==> config.mk <==
export PLATFORM = sky130hd
export DESIGN_NAME = compass_heading_steer
export DESIGN_NICKNAME = d
export VERILOG_FILES = /design/src/chs_pkg.sv /design/src/compass_heading_steer.sv
export VERILOG_INCLUDE_DIRS = /design/src /design/src/src
export SDC_FILE = /design/constraint.sdc
export NUM_CORES = 2
export LEC_CHECK = 0
export BUFFER_PORTS_ARGS = -buffer_cell sky130_fd_sc_hd__buf_2
export CORE_UTILIZATION = 40
export CTS_CLUSTER_DIAMETER = 200
export CTS_CLUSTER_SIZE = 30
export DETAILED_ROUTE_END_ITERATION = 7
export HOLD_SLACK_MARGIN = 0.08
export PLACE_DENSITY_LB_ADDON = 0.08
export SLEW_MARGIN = 15
export SYNTH_ARGS = -nofsm -noshare
export SYNTH_HDL_FRONTEND = slang
export SYNTH_SLANG_ARGS = --single-unit
==> constraint.sdc <==
create_clock -name clk -period 30.9 [get_ports clk]
set_input_delay 0 -clock clk [delete_from_list [all_inputs] [get_ports clk]]
set_output_delay 0 -clock clk [all_outputs]
set_load 0.02 [all_outputs]
==> src/compass_heading_steer_defines.svh <==
// Assertion macros shared by the compass heading steering RTL.
`ifndef COMPASS_HEADING_STEER_DEFINES_SVH
`define COMPASS_HEADING_STEER_DEFINES_SVH

// Same-cycle implication, checked on every rising edge outside reset.
`define CHS_ASSERT_NOW(lbl, ante, cons, msg) \
  lbl: assert property (@(posedge clk) disable iff (!rst_n) (ante) |-> (cons)) \
    else $error(msg);

// Next-cycle implication, checked on every rising edge outside reset.
`define CHS_ASSERT_NEXT(lbl, ante, cons, msg) \
  lbl: assert property (@(posedge clk) disable iff (!rst_n) (ante) |=> (cons)) \
    else $error(msg);

`endif

==> src/chs_pkg.sv <==
// Package with types, widths, constants and the arctangent table of the heading steer block.
`default_nettype none
package chs_pkg;

  localparam int CORDIC_STAGES_DEF = 16;
  localparam int FRAC_BITS_DEF     = 6;
  localparam int TABLE_LEN         = 24;

  localparam int MAG_W     = 16;
  localparam int HEADING_W = 15;
  localparam int CMD_W     = 2;
  localparam int DEG_W     = 9;
  localparam int IN_DATA_W  = 32;
  localparam int OUT_DATA_W = 32;
  localparam int APB_DATA_W = 32;
  localparam int APB_ADDR_W = 3;

  // Vector datapath width: 17-bit magnitude, times 256, CORDIC gain and headroom.
  localparam int VEC_W = 28;
  // Angle width: degrees with 16 fraction bits, signed.
  localparam int ANG_W    = 27;
  localparam int ANG_FRAC = 16;

  typedef enum logic [CMD_W-1:0] {
    CMD_NONE    = 2'd0,
    CMD_ALIGNED = 2'd1,
    CMD_RIGHT   = 2'd2,
    CMD_LEFT    = 2'd3
  } turn_cmd_t;

  typedef enum logic [0:0] {
    REG_TARGET_HEADING = 1'b0
  } reg_idx_t;

  // atan(2^-i) in degrees with 16 fraction bits, rounded to nearest.
  function automatic logic signed [ANG_W-1:0] atan_q16(input int idx);
    logic signed [ANG_W-1:0] v;
    case (idx)
      0:  v = ANG_W'(2949120);
      1:  v = ANG_W'(1740967);
      2:  v = ANG_W'(919879);
      3:  v = ANG_W'(466945);
      4:  v = ANG_W'(234379);
      5:  v = ANG_W'(117304);
      6:  v = ANG_W'(58666);
      7:  v = ANG_W'(29335);
      8:  v = ANG_W'(14668);
      9:  v = ANG_W'(7334);
      10: v = ANG_W'(3667);
      11: v = ANG_W'(1833);
      12: v = ANG_W'(917);
      13: v = ANG_W'(458);
      14: v = ANG_W'(229);
      15: v = ANG_W'(115);
      16: v = ANG_W'(57);
      17: v = ANG_W'(29);
      18: v = ANG_W'(14);
      19: v = ANG_W'(7);
      20: v = ANG_W'(4);
      21: v = ANG_W'(2);
      22: v = ANG_W'(1);
      default: v = '0;
    endcase
    return v;
  endfunction

endpackage
`default_nettype wire

==> src/compass_heading_steer.sv <==
// Heading from a magnetometer sample through a pipelined CORDIC, and a steering decision.
// Path: quadrant fold register, one register per CORDIC stage, P1, P2, then the output register.
// Throughput: one word per cycle unless the output side stalls; every CORDIC iteration is a pipeline stage of its own.
// The pipeline moves as one whenever the output register is empty or being taken.
// Reset (synchronous, rst_n low) clears all valid bits and sets target_heading to 0.
// The pipeline holds its contents while the output side stalls; nothing is dropped.
`default_nettype none
`include "compass_heading_steer_defines.svh"
module compass_heading_steer #(
  parameter int CORDIC_STAGES         = chs_pkg::CORDIC_STAGES_DEF,
  parameter int HEADING_FRACTION_BITS = chs_pkg::FRAC_BITS_DEF
) (
  input  wire                                 clk,
  input  wire                                 rst_n,
  input  wire                                 in_tvalid,
  output logic                                in_tready,
  // [15:0] mag_x, [31:16] mag_y
  input  wire  [chs_pkg::IN_DATA_W-1:0]       in_tdata,
  // [0] steer_enable
  input  wire  [0:0]                          in_tuser,
  output logic                                out_tvalid,
  input  wire                                 out_tready,
  // [14:0] heading, [16:15] turn_command, [25:17] reverse_heading, [31:26] zero
  output logic [chs_pkg::OUT_DATA_W-1:0]      out_tdata,
  input  wire                                 psel,
  input  wire                                 penable,
  input  wire                                 pwrite,
  input  wire  [chs_pkg::APB_ADDR_W-1:0]      paddr,
  input  wire  [chs_pkg::APB_DATA_W-1:0]      pwdata,
  output logic [chs_pkg::APB_DATA_W-1:0]      prdata,
  output logic                                pready
);

  localparam int VW   = chs_pkg::VEC_W;
  localparam int AW   = chs_pkg::ANG_W;
  localparam int F    = HEADING_FRACTION_BITS;
  localparam int DROP = chs_pkg::ANG_FRAC - F;
  localparam int HW   = F + chs_pkg::DEG_W;
  localparam int NS   = (CORDIC_STAGES < chs_pkg::TABLE_LEN) ? CORDIC_STAGES
                                                              : chs_pkg::TABLE_LEN;

  localparam logic signed [AW-1:0] ANG_90  = AW'(90 * (1 << chs_pkg::ANG_FRAC));
  localparam logic signed [AW-1:0] ANG_180 = AW'(180 * (1 << chs_pkg::ANG_FRAC));
  localparam logic signed [AW-1:0] ANG_270 = AW'(270 * (1 << chs_pkg::ANG_FRAC));
  localparam logic signed [AW-1:0] ANG_360 = AW'(360 * (1 << chs_pkg::ANG_FRAC));
  localparam logic signed [AW-1:0] ANG_HALF_UNIT = AW'(1 << (DROP - 1));

  localparam logic [HW-1:0] H_MAX     = HW'(360 << F);
  localparam logic [HW-1:0] H_180     = HW'(180 << F);
  localparam logic [HW-1:0] TWO_DEG   = HW'(2 << F);
  localparam logic [HW-1:0] DEG_181   = HW'(181 << F);
  localparam logic [HW-1:0] DEG_361   = HW'(361 << F);

  typedef enum logic [1:0] {
    AX_90  = 2'd0,
    AX_180 = 2'd1,
    AX_270 = 2'd2,
    AX_360 = 2'd3
  } axis_t;

  // ---------------------------------------------------------------- config
  logic [chs_pkg::DEG_W-1:0] target_r;
  logic                      cfg_wr;

  assign pready = 1'b1;
  assign cfg_wr = psel && penable && pwrite && pready;

  always_ff @(posedge clk) begin
    if (!rst_n) begin
      target_r <= '0;
    end else if (cfg_wr &&
                 paddr[chs_pkg::APB_ADDR_W-1:2] == chs_pkg::REG_TARGET_HEADING) begin
      target_r <= pwdata[chs_pkg::DEG_W-1:0];
    end
  end

  always_comb begin
    prdata = '0;
    if (paddr[chs_pkg::APB_ADDR_W-1:2] == chs_pkg::REG_TARGET_HEADING) begin
      prdata = chs_pkg::APB_DATA_W'(target_r);
    end
  end

  // ---------------------------------------------------------------- flow control
  logic adv;
  assign adv       = !out_tvalid || out_tready;
  assign in_tready = adv;

  // ---------------------------------------------------------------- stage 0: quadrant fold
  logic                 v_r    [0:NS];
  logic                 en_r   [0:NS];
  logic                 ax_r   [0:NS];
  axis_t                axc_r  [0:NS];
  logic signed [VW-1:0] x_r    [0:NS];
  logic signed [VW-1:0] y_r    [0:NS];
  logic signed [AW-1:0] z_r    [0:NS];

  logic signed [chs_pkg::MAG_W-1:0] in_x, in_y;
  logic signed [chs_pkg::MAG_W:0]   fx, fy;
  logic                             ax_nxt;
  axis_t                            axc_nxt;

  assign in_x = in_tdata[chs_pkg::MAG_W-1:0];
  assign in_y = in_tdata[2*chs_pkg::MAG_W-1:chs_pkg::MAG_W];

  always_comb begin
    // The left half plane is folded to the right one; the angle starts at 180 degrees.
    if (in_x < 0) begin
      fx = -(chs_pkg::MAG_W+1)'(in_x);
      fy = -(chs_pkg::MAG_W+1)'(in_y);
    end else begin
      fx = (chs_pkg::MAG_W+1)'(in_x);
      fy = (chs_pkg::MAG_W+1)'(in_y);
    end
    ax_nxt = (in_x == 0) || (in_y == 0);
    if (in_y == 0) begin
      axc_nxt = (in_x < 0) ? AX_360 : AX_180;
    end else begin
      axc_nxt = (in_y > 0) ? AX_270 : AX_90;
    end
  end

  always_ff @(posedge clk) begin
    if (!rst_n) begin
      v_r[0] <= 1'b0;
    end else if (adv) begin
      v_r[0] <= in_tvalid;
    end
  end

  always_ff @(posedge clk) begin
    if (adv) begin
      en_r[0]  <= in_tuser[0];
      ax_r[0]  <= ax_nxt;
      axc_r[0] <= axc_nxt;
      x_r[0]   <= VW'(fx) <<< 8;
      y_r[0]   <= VW'(fy) <<< 8;
      z_r[0]   <= (in_x < 0) ? ANG_180 : '0;
    end
  end

  // ---------------------------------------------------------------- CORDIC stages
  for (genvar i = 0; i < NS; i++) begin : g_cordic
    logic signed [VW-1:0] dx, dy;
    assign dx = y_r[i] >>> i;
    assign dy = x_r[i] >>> i;

    always_ff @(posedge clk) begin
      if (!rst_n) begin
        v_r[i+1] <= 1'b0;
      end else if (adv) begin
        v_r[i+1] <= v_r[i];
      end
    end

    always_ff @(posedge clk) begin
      if (adv) begin
        en_r[i+1]  <= en_r[i];
        ax_r[i+1]  <= ax_r[i];
        axc_r[i+1] <= axc_r[i];
        if (y_r[i] > 0) begin
          x_r[i+1] <= x_r[i] + dx;
          y_r[i+1] <= y_r[i] - dy;
          z_r[i+1] <= z_r[i] + chs_pkg::atan_q16(i);
        end else begin
          x_r[i+1] <= x_r[i] - dx;
          y_r[i+1] <= y_r[i] + dy;
          z_r[i+1] <= z_r[i] - chs_pkg::atan_q16(i);
        end
      end
    end
  end

  // ---------------------------------------------------------------- P1: wrap and offset
  logic                 p1_v_r, p1_en_r;
  logic signed [AW-1:0] p1_hq_r, p1_hq_nxt;

  always_comb begin
    if (ax_r[NS]) begin
      case (axc_r[NS])
        AX_90:   p1_hq_nxt = ANG_90;
        AX_180:  p1_hq_nxt = ANG_180;
        AX_270:  p1_hq_nxt = ANG_270;
        AX_360:  p1_hq_nxt = ANG_360;
        default: p1_hq_nxt = ANG_180;
      endcase
    end else if (z_r[NS] > ANG_180) begin
      // Wrapping by 360 and adding 180 is one subtraction of 180.
      p1_hq_nxt = z_r[NS] - ANG_180;
    end else begin
      p1_hq_nxt = z_r[NS] + ANG_180;
    end
  end

  always_ff @(posedge clk) begin
    if (!rst_n) begin
      p1_v_r <= 1'b0;
    end else if (adv) begin
      p1_v_r <= v_r[NS];
    end
  end

  always_ff @(posedge clk) begin
    if (adv) begin
      p1_en_r <= en_r[NS];
      p1_hq_r <= p1_hq_nxt;
    end
  end

  // ---------------------------------------------------------------- P2: round to heading units
  logic                 p2_v_r, p2_en_r;
  logic [HW-1:0]        p2_h_r, p2_h_nxt;
  logic signed [AW-1:0] hq_pos, hq_rnd;

  always_comb begin
    hq_pos = (p1_hq_r < 0) ? '0 : p1_hq_r;
    hq_rnd = (hq_pos + ANG_HALF_UNIT) >>> DROP;
    if (hq_rnd > AW'(H_MAX)) begin
      p2_h_nxt = H_MAX;
    end else begin
      p2_h_nxt = hq_rnd[HW-1:0];
    end
  end

  always_ff @(posedge clk) begin
    if (!rst_n) begin
      p2_v_r <= 1'b0;
    end else if (adv) begin
      p2_v_r <= p1_v_r;
    end
  end

  always_ff @(posedge clk) begin
    if (adv) begin
      p2_en_r <= p1_en_r;
      p2_h_r  <= p2_h_nxt;
    end
  end

  // ---------------------------------------------------------------- P3: decision, output word
  logic [HW-1:0]               tgt, diff;
  logic [HW:0]                 rsum;
  chs_pkg::turn_cmd_t          cmd_nxt, cmd_r;
  logic [chs_pkg::DEG_W-1:0]   rev_nxt, rev_r;
  logic [HW-1:0]               head_r;

  always_comb begin
    tgt  = HW'(target_r) << F;
    diff = (tgt > p2_h_r) ? (tgt - p2_h_r) : (p2_h_r - tgt);
    if (p2_h_r <= H_180) begin
      rsum = (HW+1)'(p2_h_r) + (HW+1)'(H_180);
    end else begin
      rsum = (HW+1)'(p2_h_r) - (HW+1)'(H_180);
    end
    rev_nxt = chs_pkg::DEG_W'(rsum >> F);
    cmd_nxt = chs_pkg::CMD_NONE;
    if (p2_en_r) begin
      if (diff < TWO_DEG) begin
        cmd_nxt = chs_pkg::CMD_ALIGNED;
      end else if (diff < DEG_181) begin
        cmd_nxt = (p2_h_r < tgt) ? chs_pkg::CMD_RIGHT : chs_pkg::CMD_LEFT;
      end else if (diff < DEG_361) begin
        // The long way round is shorter the other direction.
        cmd_nxt = (p2_h_r > tgt) ? chs_pkg::CMD_RIGHT : chs_pkg::CMD_LEFT;
      end
    end
  end

  always_ff @(posedge clk) begin
    if (!rst_n) begin
      out_tvalid <= 1'b0;
    end else if (adv) begin
      out_tvalid <= p2_v_r;
    end
  end

  always_ff @(posedge clk) begin
    if (adv) begin
      head_r <= p2_h_r;
      cmd_r  <= cmd_nxt;
      rev_r  <= rev_nxt;
    end
  end

  assign out_tdata = chs_pkg::OUT_DATA_W'({rev_r, cmd_r, chs_pkg::HEADING_W'(head_r)});

  // ---------------------------------------------------------------- assertions
  `CHS_ASSERT_NEXT(a_accept_enters, in_tvalid && in_tready, v_r[0], "accepted word lost at entry")
  `CHS_ASSERT_NEXT(a_last_to_out, adv && p2_v_r, out_tvalid, "word lost at output register")
  `CHS_ASSERT_NOW(a_heading_range, out_tvalid, head_r <= H_MAX, "heading above 360 degrees")
  `CHS_ASSERT_NOW(a_disabled_none, p2_v_r && !p2_en_r, cmd_nxt == chs_pkg::CMD_NONE,
                  "command given while steering disabled")

endmodule
`default_nettype wire
== Yosys cells after proc, flatten, opt, wreduce, memory -nomap -nowiden ==
Memory sizes are Yosys's and may differ from the RTL's. A register that Yosys moved wholly into a read port is not among the register bits.
Cells that the tools add are included.

* Memories: 7
* Input port bits: 75
* Word-level logic and storage cells: 414
* Flip-flop bits (word level): 80
* Output and inout bits: 67
* RAM bits: 1496

{| class="wikitable"
|+ Memories
! memory !! depth !! width !! read ports !! clocked after Yosys merged registers in !! wr ports !! line !! text
|-
| x_r || 17 || 28 || 16 || 0 || 17 || compass_heading_steer.sv:94 || <nowiki>logic signed [VW-1:0] x_r [0:NS];</nowiki>
|-
| y_r || 17 || 28 || 16 || 0 || 17 || compass_heading_steer.sv:95 || <nowiki>logic signed [VW-1:0] y_r [0:NS];</nowiki>
|-
| z_r || 17 || 27 || 17 || 0 || 17 || compass_heading_steer.sv:96 || <nowiki>logic signed [AW-1:0] z_r [0:NS];</nowiki>
|-
| axc_r || 17 || 2 || 17 || 0 || 17 || compass_heading_steer.sv:93 || <nowiki>axis_t axc_r [0:NS];</nowiki>
|-
| ax_r || 17 || 1 || 17 || 0 || 17 || compass_heading_steer.sv:92 || <nowiki>logic ax_r [0:NS];</nowiki>
|-
| en_r || 17 || 1 || 17 || 1 || 17 || compass_heading_steer.sv:91 || <nowiki>logic en_r [0:NS];</nowiki>
|-
| +1 memories || n/a || n/a || n/a || n/a || n/a || n/a ||
|}

* Mux-type cells: 184
* Reduce and logical (&&, ||, !) cells: 11
* Bitwise operators: 67
* Magnitude comparators: 28
* Add/sub/neg operators: 104
* Equality and inequality tests: 3

{| class="wikitable"
|+ Operators with widths
! cell !! number
|-
| $mux 28 || 32
|-
| $mux 27 || 19
|-
| $gt 28x1->1 const B || 16
|-
| $mux 1 || 121
|-
| $pmux 27 s4 || 1
|-
| $or 1x1->1 || 65
|-
| $logic_not 32->1 || 2
|-
| $add 28x13->28 || 2
|-
| $add 28x14->28 || 2
|-
| $add 28x15->28 || 2
|-
| $add 28x16->28 || 2
|-
| $add 28x17->28 || 2
|-
| $add 28x18->28 || 2
|-
| $add 28x19->28 || 2
|-
| $add 28x20->28 || 2
|-
| $add 28x21->28 || 2
|-
| $add 28x22->28 || 2
|-
| $add 28x23->28 || 2
|-
| $add 28x24->28 || 2
|-
| $add 28x25->28 || 2
|-
| $add 28x26->28 || 2
|-
| $add 28x27->28 || 2
|-
| $sub 28x13->28 || 2
|-
| $sub 28x14->28 || 2
|-
| other kinds (77) || 107
|}

== Longest topological paths before layout ==
* Word-level depth: 6
* Depth in mapped cells: 27
* Depth with buffers taken out: 26

== Worst setup path before layout ==
No wires, ideal clock.

* Path kind: flip-flop to flip-flop
* Start point: register out_tvalid
* End point: memory x_r[10][0] (netlist bit) (enable)
* Setup time: 1.462 ns
* Cell stages (with the launch flop): 7
* Path slack: 6.504 ns
* Buffers on the path: 4
* Clock period less this slack: 24.396 ns
* Arrival time: 22.934 ns
* Required time: 29.438 ns
* Cells stage by stage: dfxtp_1 > nor2b_1 > buf_2 > clkbuf_1 > clkbuf_1 > buf_1 > inv_1

{| class="wikitable"
|+ RTL lines
! what !! line !! text
|-
| start, declared || compass_heading_steer.sv:21 || <nowiki>output logic out_tvalid,</nowiki>
|-
| start signal, assigned || compass_heading_steer.sv:273 || <nowiki>out_tvalid <= p2_v_r;</nowiki>
|-
| end, declared || compass_heading_steer.sv:94 ||
|}

==> flow_summary.yaml <==
outcome:
  status: "finished, final reports clean"
timing:
  fin_tns_setup_ns: 0
  fin_crit_sh_pct: 26.6
  fin_crit_ns: 8.23
  drv_slew: 0
  relSlewSlack_pct: 24.7
  finalSetupViolCount: 0
  hold_slack_ns: 0.183
  final-hold-violation-count: 0
  grt_setup_unrepaired: "false"
  finalClockSkew_ns: 0.0542
  fmax_mhz: 122
  tightest_slew_ns: 1.11
  layout_setup_ws_ns: 22.67
synth:
  ys_seq_elements: 1324
  yosysWarnings: 0
  yosys-top-cells-area: "edfxtp_1 39%, ha_1 14%, xnor2_1 8.6%, a21oi_1 4.2%, xor2_1 4.1%"
  synthMostInstantiatedCell: "edfxtp_1"
  async_flop_share_pct: 0
  synth_top_area_share_pct: 38.7
  synth_area_um2: 102000
  synth_area_per_cell_um2: 9.95
  ys_seq_area_share_pct: 39.0
  synth_commonest_cells: "1311 x edfxtp_1, 1161 x ha_1, 1001 x xnor2_1"
  postSynthCellCount: 10200
  synth_edf_count: 1311
  ys_types: 88
  yosys.area.top_type: "edfxtp_1"
  synth_ff_type: "edfxtp_1"
route:
  wl_per_cell_um: 18.5
  drt_iter0_markers: 5093
  ant_nets: 0
  drc: 0
  via_per_inst: 5.46
  dr.pass1.iters: 5
  routed_wl_um: 255000
  vias: 75200
cts:
  htreeDepth: 2
  cts_made_buffers: 50
  insertion_delay_ns: 0.77
  clkSinkCount: 1324
  clkTransAtPathRegs_ns: 0.13
  clk_path_buf_depth: 3
  cts-root-buf: "clkbuf_16"
  ctsResizeCount: 0
  cts_tree: "built"
placement:
  hpwl_um: 201000
  gp_congestion: 0.892
  port_buffers: 86
  pre_cts_slack_ns: 22.63
grt:
  overflow: 0
  grt.total_usage_pct: 19.4
  grt_first_pass_wirelength_um: 401000
  grt_max_degree: 105
  antenna_found_initial: 8
  grt_pass1_vias: 72700
run:
  drv_cap: 0
finish:
  syn2layout_area_growth_pct: 7.12
  fin_util_pct: 43.2
  ff_latch_area_um2: 39600
  drive_gt1_share_pct: 3.29
  nFillCells: 24200
  multiInputGateArea_um2: 59400
  nets: 11700
floorplan:
  die_area_um2: 256000
  pin_count: 142
  coreArea_um2: 252000
  die_h_um: 506
  row_count: 184
  start_util_pct: 40.3
  chipWidth_um: 506
worst_setup_path:
  critPathSlowestCell: "o41ai_1"
  critical_path.max_fanout: 22
  cp_common_cell: "o21ai_0"
  critPathLaunchType: "register"
  end_kind: "register"
  slowest_delay_ns: 0.99
  critPathKind: "register to register"
  crit_arrival_ns: 8.76
  cp.required_ns: 31.44
hold_path:
  worstHoldPathType: "input pin to register"
==> critical path, delay by kind of cell, from the launching register on <==
kind	cells	cell delay (ns)
compound gates	11	3.35
xor+xnor	2	0.21
fa+ha+maj	1	0.32
buf+inv	2	1.12
flops	1	0.49
simple gates	9	2.48
==> metrics by stage <==
step           std cells  instance area [um^2]
2_1_floorplan      10200                102000
3_3_place_gp       13600                106000
3_5_place_dp       13600                106000
4_1_cts            13800                109000
5_1_grt            13800                109000
6_report           13800                109000
==> final timing paths <==
kind	start	endpoint	slack (ns)	cells after the start
worst max register to register	y_r[10][15]	x_r[11][24]	22.67	25
worst min-delay path	in_tdata[17]	y_r[0][9]	0.18	4
worst min register to register	en_r[13]	en_r[14]	0.43	0
worst max-delay path	y_r[10][15]	x_r[11][24]	22.67	25
==> cell families after synthesis <==
group	count (synthesis)	share of synthesized area, %
compound gates	2770	17.3
xor+xnor	1479	12.7
fa+ha+maj	1197	15.0
buf+inv	694	2.68
flops	1324	39.0
mux	42	0.431
other cells	2	0.00739
simple gates	2704	12.8
==> flip-flops by register name, indices dropped and copies added, names as in the netlist, 7 cells and up <==
signal / count
y_r: 414
p2_h_r: 15
z_r: 384
rev_r: 7
p1_hq_r: 18
x_r: 370
en_r: 17
target_r: 9
ax_r: 17
v_r: 17
axc_r: 34
head_r: 15
==> layer usage <==
| metal | wire length (um) | part of all wire [%] | up-vias | GRT usage, % |
|---|---|---|---|---|
| li1 | - | - | 37900 | - |
| met1 | 121000 | 47 | 35900 | 26.4 |
| met2 | 120000 | 47 | 1133 | 33.2 |
| met3 | 7810 | 3.1 | 201 | 1.43 |
| met4 | 6270 | 2.5 | 0 | 4.81 |
| met5 | 0 | 0 | - | 0 |
==> cell usage in the layout (no fill, tap or decap), types with 39 or more instances in the layout <==
master / n
clkbuf_16: 51
or4_1: 47
or2_2: 61
o41ai_1: 74
edfxtp_1: 1311
nand2_1: 678
nor2b_1: 130
or3_1: 95
o21a_1: 131
o21bai_1: 161
o21ai_0: 585
a21o_1: 325
and3_1: 92
ha_1: 1161
a31oi_1: 62
inv_1: 512
o31ai_1: 167
nand4_1: 63
nor2_1: 752
a21boi_0: 73
xor2_1: 478
nand3_1: 182
nor3_1: 261
xnor2_1: 1001
a211oi_1: 39
nand2b_1: 142
nor4_1: 95
dlygate4sd3_1: 133
a21oi_1: 848
buf_2: 86
buf_4: 63
==> timing repair <==
item	4_1_cts	5_1_grt
setup buffers	0	0
hold buffers	133	0
endpoints found under the hold margin	68	0
==> area by class of cell <==
cell class / count / share of cell area (%)
clock buffer: 72 / 1.24
tap: 3348 / 3.85
multi-input combinational: 8222 / 54.6
clock inverter: 3 / 0.0345
sequential: 1324 / 36.4
inverter: 517 / 1.80
timing repair buffer: 283 / 2.07
antenna: 1 / 0.00230
Power is not shown: default switching activity piles up to over one toggle a cycle in this logic, so the estimate is an artifact.
